File: src/design/ghbd_pkg.sv
`default_nettype none
package ghbd_pkg;

    localparam int unsigned YearW  = 14;
    localparam int unsigned MonthW = 4;
    localparam int unsigned DayW   = 5;
    localparam int unsigned HourW  = 5;
    localparam int unsigned DiffW  = 27;
    localparam int unsigned DaysW  = 23;
    localparam int unsigned HoursW = 28;
    localparam int unsigned CumW   = 9;
    localparam int unsigned Q100W  = 8;

    localparam int unsigned Recip100  = 5243;
    localparam int unsigned Recip100Sh = 19;
    localparam logic [MonthW-1:0] MonthJan = 4'd1;
    localparam logic [MonthW-1:0] MonthFeb = 4'd2;
    localparam logic [MonthW-1:0] MonthDec = 4'd12;

    typedef struct packed {
        logic              wrap;
        logic [HoursW-1:0] hours;
    } t_hour_key;

    function automatic logic [CumW-1:0] month_cum(input logic [MonthW-1:0] m);
        logic [CumW-1:0] c;
        unique case (m)
            4'd1:    c = 9'd0;
            4'd2:    c = 9'd31;
            4'd3:    c = 9'd59;
            4'd4:    c = 9'd90;
            4'd5:    c = 9'd120;
            4'd6:    c = 9'd151;
            4'd7:    c = 9'd181;
            4'd8:    c = 9'd212;
            4'd9:    c = 9'd243;
            4'd10:   c = 9'd273;
            4'd11:   c = 9'd304;
            4'd12:   c = 9'd334;
            default: c = 9'd0;
        endcase
        return c;
    endfunction

endpackage
`default_nettype wire

File: src/design/gregorian_hours_between_dates.sv
// throughput: one request per cycle, fully pipelined, no stalls
// pipeline: month table and year/100 multiply, leap rule, day sum, hour count, compare
// reset: synchronous active-low i_rst_n clears all valid bits; o_busy is high during reset
// the receiver cannot stall; each result is shown for exactly one cycle
`default_nettype none
module gregorian_hours_between_dates (
    input  wire logic                        i_clk,
    input  wire logic                        i_rst_n,
    input  wire logic                        i_start,
    output logic                             o_busy,
    input  wire logic [ghbd_pkg::YearW-1:0]  i_start_year,
    input  wire logic [ghbd_pkg::MonthW-1:0] i_start_month,
    input  wire logic [ghbd_pkg::DayW-1:0]   i_start_day,
    input  wire logic [ghbd_pkg::HourW-1:0]  i_start_hour,
    input  wire logic [ghbd_pkg::YearW-1:0]  i_end_year,
    input  wire logic [ghbd_pkg::MonthW-1:0] i_end_month,
    input  wire logic [ghbd_pkg::DayW-1:0]   i_end_day,
    input  wire logic [ghbd_pkg::HourW-1:0]  i_end_hour,
    output logic                             o_valid,
    output logic [ghbd_pkg::DiffW-1:0]       o_hours_between,
    output logic                             o_start_after_end
);
    logic                accept;
    logic                va;
    logic                vb;
    ghbd_pkg::t_hour_key key_a;
    ghbd_pkg::t_hour_key key_b;

    assign o_busy = !i_rst_n;
    assign accept = i_start && !o_busy;

    ghbd_hour_count u_cnt_start (
        .i_clk   (i_clk),
        .i_rst_n (i_rst_n),
        .i_valid (accept),
        .i_year  (i_start_year),
        .i_month (i_start_month),
        .i_day   (i_start_day),
        .i_hour  (i_start_hour),
        .o_valid (va),
        .o_key   (key_a)
    );

    ghbd_hour_count u_cnt_end (
        .i_clk   (i_clk),
        .i_rst_n (i_rst_n),
        .i_valid (accept),
        .i_year  (i_end_year),
        .i_month (i_end_month),
        .i_day   (i_end_day),
        .i_hour  (i_end_hour),
        .o_valid (vb),
        .o_key   (key_b)
    );

    ghbd_compare u_cmp (
        .i_clk   (i_clk),
        .i_rst_n (i_rst_n),
        .i_valid (va && vb),
        .i_key_a (key_a),
        .i_key_b (key_b),
        .o_valid (o_valid),
        .o_diff  (o_hours_between),
        .o_after (o_start_after_end)
    );
endmodule
`default_nettype wire

File: src/design/ghbd_hour_count.sv
`default_nettype none
module ghbd_hour_count (
    input  wire logic                        i_clk,
    input  wire logic                        i_rst_n,
    input  wire logic                        i_valid,
    input  wire logic [ghbd_pkg::YearW-1:0]  i_year,
    input  wire logic [ghbd_pkg::MonthW-1:0] i_month,
    input  wire logic [ghbd_pkg::DayW-1:0]   i_day,
    input  wire logic [ghbd_pkg::HourW-1:0]  i_hour,
    output logic                             o_valid,
    output ghbd_pkg::t_hour_key              o_key
);
    // stage 1: clamp month, reciprocal multiply for year / 100
    logic [ghbd_pkg::MonthW-1:0] n_m1;
    logic                        r_v1;
    logic [26:0]                 r_prod1;
    logic [ghbd_pkg::YearW-1:0]  r_y1;
    logic [ghbd_pkg::CumW-1:0]   r_cum1;
    logic                        r_febp1;
    logic [ghbd_pkg::DayW-1:0]   r_d1;
    logic [ghbd_pkg::HourW-1:0]  r_h1;

    always_comb begin
        priority if (i_month < ghbd_pkg::MonthJan) begin
            n_m1 = ghbd_pkg::MonthJan;
        end else if (i_month > ghbd_pkg::MonthDec) begin
            n_m1 = ghbd_pkg::MonthDec;
        end else begin
            n_m1 = i_month;
        end
    end

    always_ff @(posedge i_clk) begin
        if (!i_rst_n) begin
            r_v1 <= 1'b0;
        end else begin
            r_v1 <= i_valid;
        end
        r_prod1 <= 27'(i_year) * 27'(ghbd_pkg::Recip100);
        r_y1    <= i_year;
        r_cum1  <= ghbd_pkg::month_cum(n_m1);
        r_febp1 <= (n_m1 > ghbd_pkg::MonthFeb);
        r_d1    <= i_day;
        r_h1    <= i_hour;
    end

    // stage 2: leap rule and century corrections
    logic [ghbd_pkg::Q100W-1:0] n_q100;
    logic                       n_z100;
    logic                       n_leap;
    logic                       r_v2;
    logic [ghbd_pkg::DaysW-1:0] r_y365;
    logic [12:0]                r_c4;
    logic [ghbd_pkg::Q100W-1:0] r_c100;
    logic [5:0]                 r_c400;
    logic [ghbd_pkg::CumW-1:0]  r_mday2;
    logic [ghbd_pkg::DayW-1:0]  r_d2;
    logic [ghbd_pkg::HourW-1:0] r_h2;

    always_comb begin
        n_q100 = r_prod1[ghbd_pkg::Recip100Sh +: ghbd_pkg::Q100W];
        n_z100 = ((15'(n_q100) * 15'd100) == 15'(r_y1));
        n_leap = (r_y1[1:0] == 2'b00) && (!n_z100 || (n_q100[1:0] == 2'b00));
    end

    always_ff @(posedge i_clk) begin
        if (!i_rst_n) begin
            r_v2 <= 1'b0;
        end else begin
            r_v2 <= r_v1;
        end
        r_y365  <= 23'(r_y1) * 23'd365;
        r_c4    <= 13'((15'(r_y1) + 15'd3) >> 2);
        r_c100  <= n_q100 + 8'(!n_z100);
        r_c400  <= 6'(n_q100 >> 2) + 6'(!(n_z100 && (n_q100[1:0] == 2'b00)));
        r_mday2 <= r_cum1 + 9'(r_febp1 && n_leap);
        r_d2    <= r_d1;
        r_h2    <= r_h1;
    end

    // stage 3: day number
    logic                       r_v3;
    logic [ghbd_pkg::DaysW-1:0] r_days3;
    logic [ghbd_pkg::HourW-1:0] r_h3;

    always_ff @(posedge i_clk) begin
        if (!i_rst_n) begin
            r_v3 <= 1'b0;
        end else begin
            r_v3 <= r_v2;
        end
        r_days3 <= r_y365 + 23'(r_c4) - 23'(r_c100) + 23'(r_c400)
                 + 23'(r_mday2) + 23'(r_d2);
        r_h3    <= r_h2;
    end

    // stage 4: hour count, values below one day sort above all others
    logic [ghbd_pkg::HoursW-1:0] n_hours;
    logic                        r_v4;
    ghbd_pkg::t_hour_key         r_key4;

    always_comb begin
        n_hours = (28'(r_days3) << 4) + (28'(r_days3) << 3) + 28'(r_h3);
    end

    always_ff @(posedge i_clk) begin
        if (!i_rst_n) begin
            r_v4 <= 1'b0;
        end else begin
            r_v4 <= r_v3;
        end
        r_key4.hours <= n_hours;
        r_key4.wrap  <= (n_hours < 28'd24);
    end

    assign o_valid = r_v4;
    assign o_key   = r_key4;
endmodule
`default_nettype wire

File: src/design/ghbd_compare.sv
`default_nettype none
module ghbd_compare (
    input  wire logic                       i_clk,
    input  wire logic                       i_rst_n,
    input  wire logic                       i_valid,
    input  ghbd_pkg::t_hour_key             i_key_a,
    input  ghbd_pkg::t_hour_key             i_key_b,
    output logic                            o_valid,
    output logic [ghbd_pkg::DiffW-1:0]      o_diff,
    output logic                            o_after
);
    logic                         n_less;
    logic                         n_more;
    logic [ghbd_pkg::HoursW-1:0]  n_sub;
    logic [ghbd_pkg::DiffW-1:0]   n_diff;
    logic                         r_valid;
    logic [ghbd_pkg::DiffW-1:0]   r_diff;
    logic                         r_after;

    always_comb begin
        n_less = i_key_a < i_key_b;
        n_more = i_key_a > i_key_b;
        n_sub  = i_key_b.hours - i_key_a.hours;
        priority if (!n_less) begin
            n_diff = '0;
        end else if ((i_key_a.wrap != i_key_b.wrap) || n_sub[ghbd_pkg::HoursW-1]) begin
            n_diff = '1;
        end else begin
            n_diff = n_sub[ghbd_pkg::DiffW-1:0];
        end
    end

    always_ff @(posedge i_clk) begin
        if (!i_rst_n) begin
            r_valid <= 1'b0;
        end else begin
            r_valid <= i_valid;
        end
        r_diff  <= n_diff;
        r_after <= n_more;
    end

    assign o_valid = r_valid;
    assign o_diff  = r_diff;
    assign o_after = r_after;
endmodule
`default_nettype wire

File: config.mk
export PLATFORM = sky130hd
export DESIGN_NAME = gregorian_hours_between_dates
export DESIGN_NICKNAME = d
export VERILOG_FILES = /design/src/design/ghbd_pkg.sv /design/src/design/gregorian_hours_between_dates.sv /design/src/design/ghbd_hour_count.sv /design/src/design/ghbd_compare.sv
export SDC_FILE = /design/constraint.sdc
export NUM_CORES = 2
export LEC_CHECK = 0
export BUFFER_PORTS_ARGS = -buffer_cell sky130_fd_sc_hd__buf_2
export CORE_MARGIN = 2
export CORE_UTILIZATION = 55
export DETAILED_ROUTE_END_ITERATION = 8
export PLACE_DENSITY = 0.81
export SETUP_SLACK_MARGIN = 0.15
export SYNTH_ARGS = -nofsm -noshare
export SYNTH_HDL_FRONTEND = slang
export SYNTH_HIERARCHICAL = 1
export SYNTH_SLANG_ARGS = --single-unit
File: constraint.sdc
create_clock -name i_clk -period 7.85 [get_ports i_clk]
set_clock_uncertainty 0.15 [all_clocks]
set_input_delay 1.1775 -clock i_clk [delete_from_list [all_inputs] [get_ports i_clk]]
set_output_delay 1.1775 -clock i_clk [all_outputs]
set_load 0.02 [all_outputs]
After elaboration in Yosys (flattened, before gate mapping). Memory sizes are Yosys's and may differ from the RTL's. A register that Yosys moved wholly into a read port is not among the register bits. Cells that the tools add are included.

Register bits after elaboration: 389. ROM bits: 288. Input port bits: 59. Output and inout bits: 30. Logic and storage cells: 107. Memories: 2.

Memory list: (name not given) (words 16, bits a word 9, read ports 1, clocked after memory_dff 1, write ports 0, line ghbd_pkg.sv:27) `unique case (m)`; (name not given) (words 16, bits a word 9, read ports 1, clocked after memory_dff 1, write ports 0, line ghbd_pkg.sv:27).

$add $sub $neg: 23. $mul: 6. Order comparisons: 10. Equal/unequal tests: 3. Muxes and demuxes: 5. Reductions and logical operators: 19.

Operators with widths (number): adder 27 x 26 -> 28 bit (2); adder 28 x 5 -> 28 bit (2); less-than comparator 28 x 5 -> 1 bit, second input constant (2); multiplier 14 x 13 -> 27 bit, second input constant (2); adder 23 x 13 -> 23 bit (2); adder 23 x 5 -> 23 bit (2); adder 23 x 6 -> 23 bit (2); adder 23 x 9 -> 23 bit (2); multiplier 14 x 9 -> 23 bit, second input constant (2); subtractor 23 x 8 -> 23 bit (2); adder 14 x 2 -> 15 bit, second input constant (2); == test 15 x 14 -> 1 bit (2); greater-than comparator 29 bit (1); less-than comparator 29 bit (1); subtractor 28 bit (1); 2-to-1 mux 27 bit (1); multiplier 8 x 5 -> 13 bit, second input constant (2); adder 9 x 1 -> 9 bit (2); adder 8 x 1 -> 8 bit (2); 2-to-1 mux 4 bit (4); adder 6 x 1 -> 6 bit (2); greater-than comparator 4 x 2 -> 1 bit, second input constant (2); greater-than comparator 4 bit, second input constant (2); zero test 2 bit (4); 5 further kinds (18).

Depth between registers and ports, before layout.
Depth in word-level cells: 7. Mapped depth: 22. Mapped depth without buffers: 22.

Hierarchy. Netlist, hierarchy kept.

Modules (own cells, without submodules): ghbd_hour_count at u_cnt_end (times used 1, cells each 1419, area each 14287.5 um2, seq. area each 3443.3 um2); ghbd_hour_count at u_cnt_start (times used 1, cells each 1399, area each 14136.1 um2, seq. area each 3443.3 um2); ghbd_compare (times used 1, cells each 370, area each 2989.1 um2, seq. area each 580.6 um2); gregorian_hours_between_dates (times used 1, cells each 3, area each 16.3 um2, seq. area each 0.0 um2).

Worst setup path before layout. No wires, ideal clock.

Path type: in2reg. Start point: input port i_start_year[8] (netlist bit). End point: register u_cnt_start.r_prod1[26]. Library setup time: 72 ps. Arrival: 5729 ps. Data required time: 7628 ps. Slack: 1899 ps. Stages on the path: 20. Path buffers: 0. Path through: ha_1 > inv_1 > fa_1 > inv_1 > fa_1 > inv_1 > fa_1 > fa_1 > inv_1 > ha_1 > a21oi_1 > o21ai_0 > a2111oi_0 > a311oi_1 > o31a_1 > o21a_1 > o21ai_0 > nand2b_1 > a21oi_1 > xnor2_1.

Word-level cells in the longest chain between the ends: 1.

RTL lines: from (decl) (line gregorian_hours_between_dates.sv:11) `input wire logic [ghbd_pkg::YearW-1:0] i_start_year,`; multiplier 14 x 13 -> 27 bit (line ghbd_hour_count.sv:39) `r_prod1 <= 27'(i_year) * 27'(ghbd_pkg::Recip100);`; to (signal assigned) (line ghbd_hour_count.sv:39); to (decl) (line ghbd_hour_count.sv:16) `logic [26:0] r_prod1;`.

No other way between the ends. A chain may end at the register's enable or synchronous reset.

Worst setup path in the final report. Ends and elaborated chain as after synthesis.

==> impl_metrics.csv <==
group,metric,value,unit
status,status,"finished clean",
finish,area_growth_syn_to_layout,8.38,%
route,vias,21200,
cts,clock_path_buffers,3,
floorplan,die_h,243,um
placement,numPortBuffers,88,
sta,hold_viol,0,
grt,grt-ovfl-total,0,
finish,drive_above_1_share,0.0637,
route,via_per_inst,5.19,
yosys,synth_largest_area_cell,"ha_1",
yosys,yosysWarnings,6,
cts,cts_resized,0,
yosys,synthFlopType,"dfxtp_1",
cts,cts.sinks,373,
finish,fin_util,0.603,
yosys,syn_nets,4165,
sta,worst_slew_pin_slew,0.977,ns
setup_path,critPathMaxStageDelay,0.55,ns
finish,design_area,0.0341,mm^2
finish,nets,4270,
floorplan,core,0.0565,mm^2
route,firstDrtPassIters,7,
yosys,synth-edff-count,0,
setup_path,critPathTopFamily,"adder cells",
setup_path,crit_path_start_kind,"primary input",
setup_path,required,8.18,ns
route,avgRoutedWirePerCell,14.7,um
cts,clk_pin_slew,0.06,ns
grt,grtUsageTotal,0.209,
setup_path,crit_arrival,6.46,ns
placement,post-dp-hpwl,49.4,mm
yosys,ys_types,89,
finish,regArea,0.00747,mm^2
sta,rsz0062_at_grt,"false",
finish,multiInputGateArea,0.0212,mm^2
floorplan,initial_core_util,0.556,
sta,drv_slew,0,
cts,cts_tree,"built",
grt,grt_pass1_wl,103,mm
cts,clock_latency,0.56,ns
yosys,async_flop_share,0,
yosys,postSynthCellCount,3191,
sta,slew_headroom,0.335,
route,drcViolationCount,0,
sta,clock.fmax,163,MHz
placement,gp_routability_congestion,0.865,
setup_path,path_cells,"buf_2 -> ha_1 -> inv_1 -> fa_1 -> inv_1 -> fa_1 -> inv_1 -> fa_1 -> fa_1 -> inv_1 -> ha_1 -> a21oi_1 -> o21ai_0 -> a2111oi_0 -> a311oi_1 -> o31a_1 -> o21a_1 -> o21ai_0 -> nand2b_1 -> a21oi_1 -> xnor2_1",
grt,grt_max_degree,28,
route,drt_iter0_drc,844,
grt,grt_pass1_vias,21900,
sta,setup_violations,0,
cts,cts.hold.buffers_added,0,
setup_path,cp-end-kind,"flop",
route,postRouteWirelength,60.2,mm
yosys,yosysTopAreaCellShare,0.252,
yosys,synthesis.area,0.0314,mm^2
setup_path,worst-path-buf-inv,5,
setup_path,reg2reg_depth,19,
yosys,synth_seq_cells,373,
setup_path,slowest_stage,"fa_1",
sta,fin_hold_ws,0.175,ns
route,ant_nets,0,
floorplan,die-area,0.0591,mm^2
setup_path,crit_fanout,7,
setup_path,path_class,"primary input to flop",
yosys,seq_area_frac_synth,0.238,
yosys,avgSynthCellArea,9.85,um^2
grt,antenna_found_initial,4,
run,cap_violations,0,
cts,cts_buffers,41,
finish,fill_cells,4514,
sta,period_share,0.780,
placement,post_dp_cell_area,0.0327,mm^2
cts,cts-root-buf,"clkbuf_16",
sta,min_period,6.12,ns
floorplan,rows,87,
min_path,hold_depth,0,
cts,htree_num_levels,2,
floorplan,io_pins,89,
min_path,hp-class,"flop to flop",
yosys,netlist_top_cells_area,"ha_1 (25%), dfxtp_1 (24%), fa_1 (18%)",
cts,post-cts-setup-buffer-count,0,
setup_path,crit_cells,21,
floorplan,die_w,243,um
sta,setup_tns,0,ns
-- metrics by stage --
step,cells,setup WS [ns]
after floorplan,3191,1.90
after global placement,4009,1.29
after detailed placement,4009,1.24
after CTS,4084,1.79
after global routing,4085,1.34
final,4088,1.73
-- cells by family after synthesis --
family | synth area share
XOR/XNOR | 0.0671
multiplexers | 0.00271
buffers and inverters | 0.0867
AND/OR/NAND/NOR | 0.0726
AO/OA/AOI/OAI | 0.101
adder cells (fa/ha/maj) | 0.432
flip-flops | 0.238
-- final cells by class --
| class | count | share of cell area |
|---|---|---|
| clock buffers | 52 | 0.0331 |
| multi-input cells | 2108 | 0.624 |
| inverters | 684 | 0.0754 |
| well taps | 756 | 0.0278 |
| diodes | 4 | 0.000294 |
| repair buffers | 88 | 0.0129 |
| flip-flops and latches | 373 | 0.219 |
| clock inverters | 23 | 0.00779 |
-- sequential cells by signal, summed over array words and instances (netlist names), 9 cells and up --
signal and flops:
u_cnt_start/r_y1 14, u_cnt_end/o_key 29, u_cnt_start/o_key 29, u_cnt_start/r_cum1 9, u_cnt_end/r_c4 13, u_cmp/o_diff 27
u_cnt_end/r_y365 23, u_cnt_end/r_cum1 9, u_cnt_end/r_y1 14, u_cnt_end/r_days3 23, u_cnt_start/r_days3 23, u_cnt_start/r_c4 13
u_cnt_start/r_y365 23, u_cnt_end/r_mday2 9, u_cnt_start/r_mday2 9
-- synthesized netlist by cell type (all sizes together) (17+ instances only) --
cell type / number
a21o: 53
a21oi: 173
and2: 21
and3: 17
dfxtp: 373
fa: 283
ha: 632
inv: 684
nand2: 110
nand3: 49
nand4: 26
nor2: 118
nor2b: 27
nor3: 42
o21a: 26
o21ai: 85
o21bai: 22
xnor2: 169
xor2: 71
-- worst reg2reg max path, cell delays in order, from the launching register on --
cell       delay, ns
dfxtp_1         0.58
ha_1            0.31
inv_1           0.09
fa_1            0.53
inv_1           0.05
ha_1            0.27
inv_1           0.05
fa_1            0.56
inv_1           0.07
ha_1            0.29
a21o_1          0.16
a21oi_1         0.24
nor2b_1         0.10
nor3_1          0.25
o2111ai_1       0.18
a31oi_1         0.34
o21ai_0         0.16
a21oi_1         0.24
a21oi_1         0.11
xor2_1          0.16
-- worst paths after layout --
path,from,to,slack [ns]
max,i_start_year[8],u_cnt_start/r_prod1[26],1.73
min,u_cnt_end/r_d1[2],u_cnt_end/r_d2[2],0.17
max reg2reg,u_cnt_start/r_y1[0],u_cnt_start/r_y365[22],2.87
min reg2reg,u_cnt_end/r_d1[2],u_cnt_end/r_d2[2],0.17
-- layer usage --
metal,up-vias,wire (um),track usage
li1,10700,-,-
met5,-,13,0
met4,2,1910,0.0731
met2,398,28800,0.361
met3,128,2480,0.0320
met1,10000,27000,0.266
-- layout by cell type (no fill, tap or decap), types with 7 or more instances in the layout --
master / synthesis / final
a211oi_1: 10 / 10
a21boi_0: 7 / 7
a21o_1: 52 / 52
a21oi_1: 157 / 157
a21oi_2: 15 / 15
a31oi_1: 16 / 16
and2_1: 20 / 20
and3_1: 16 / 16
buf_2: 1 / 88
clkbuf_16: 0 / 41
clkinv_2: 0 / 10
dfxtp_1: 373 / 373
fa_1: 283 / 283
ha_1: 632 / 632
inv_1: 684 / 684
nand2_1: 109 / 109
nand2b_1: 13 / 13
nand3_1: 49 / 49
nand4_1: 26 / 26
nor2_1: 117 / 117
nor2b_1: 26 / 26
nor3_1: 42 / 42
nor4_1: 7 / 7
o2111ai_1: 10 / 10
o211ai_1: 12 / 12
o21a_1: 26 / 26
o21ai_0: 80 / 80
o21bai_1: 20 / 20
o31ai_1: 9 / 9
or3_1: 10 / 10
xnor2_1: 168 / 168
xor2_1: 71 / 71
Power is left out: the tool's default activity adds up to more than one toggle a clock period on the data nets, which glitch-free logic cannot reach.
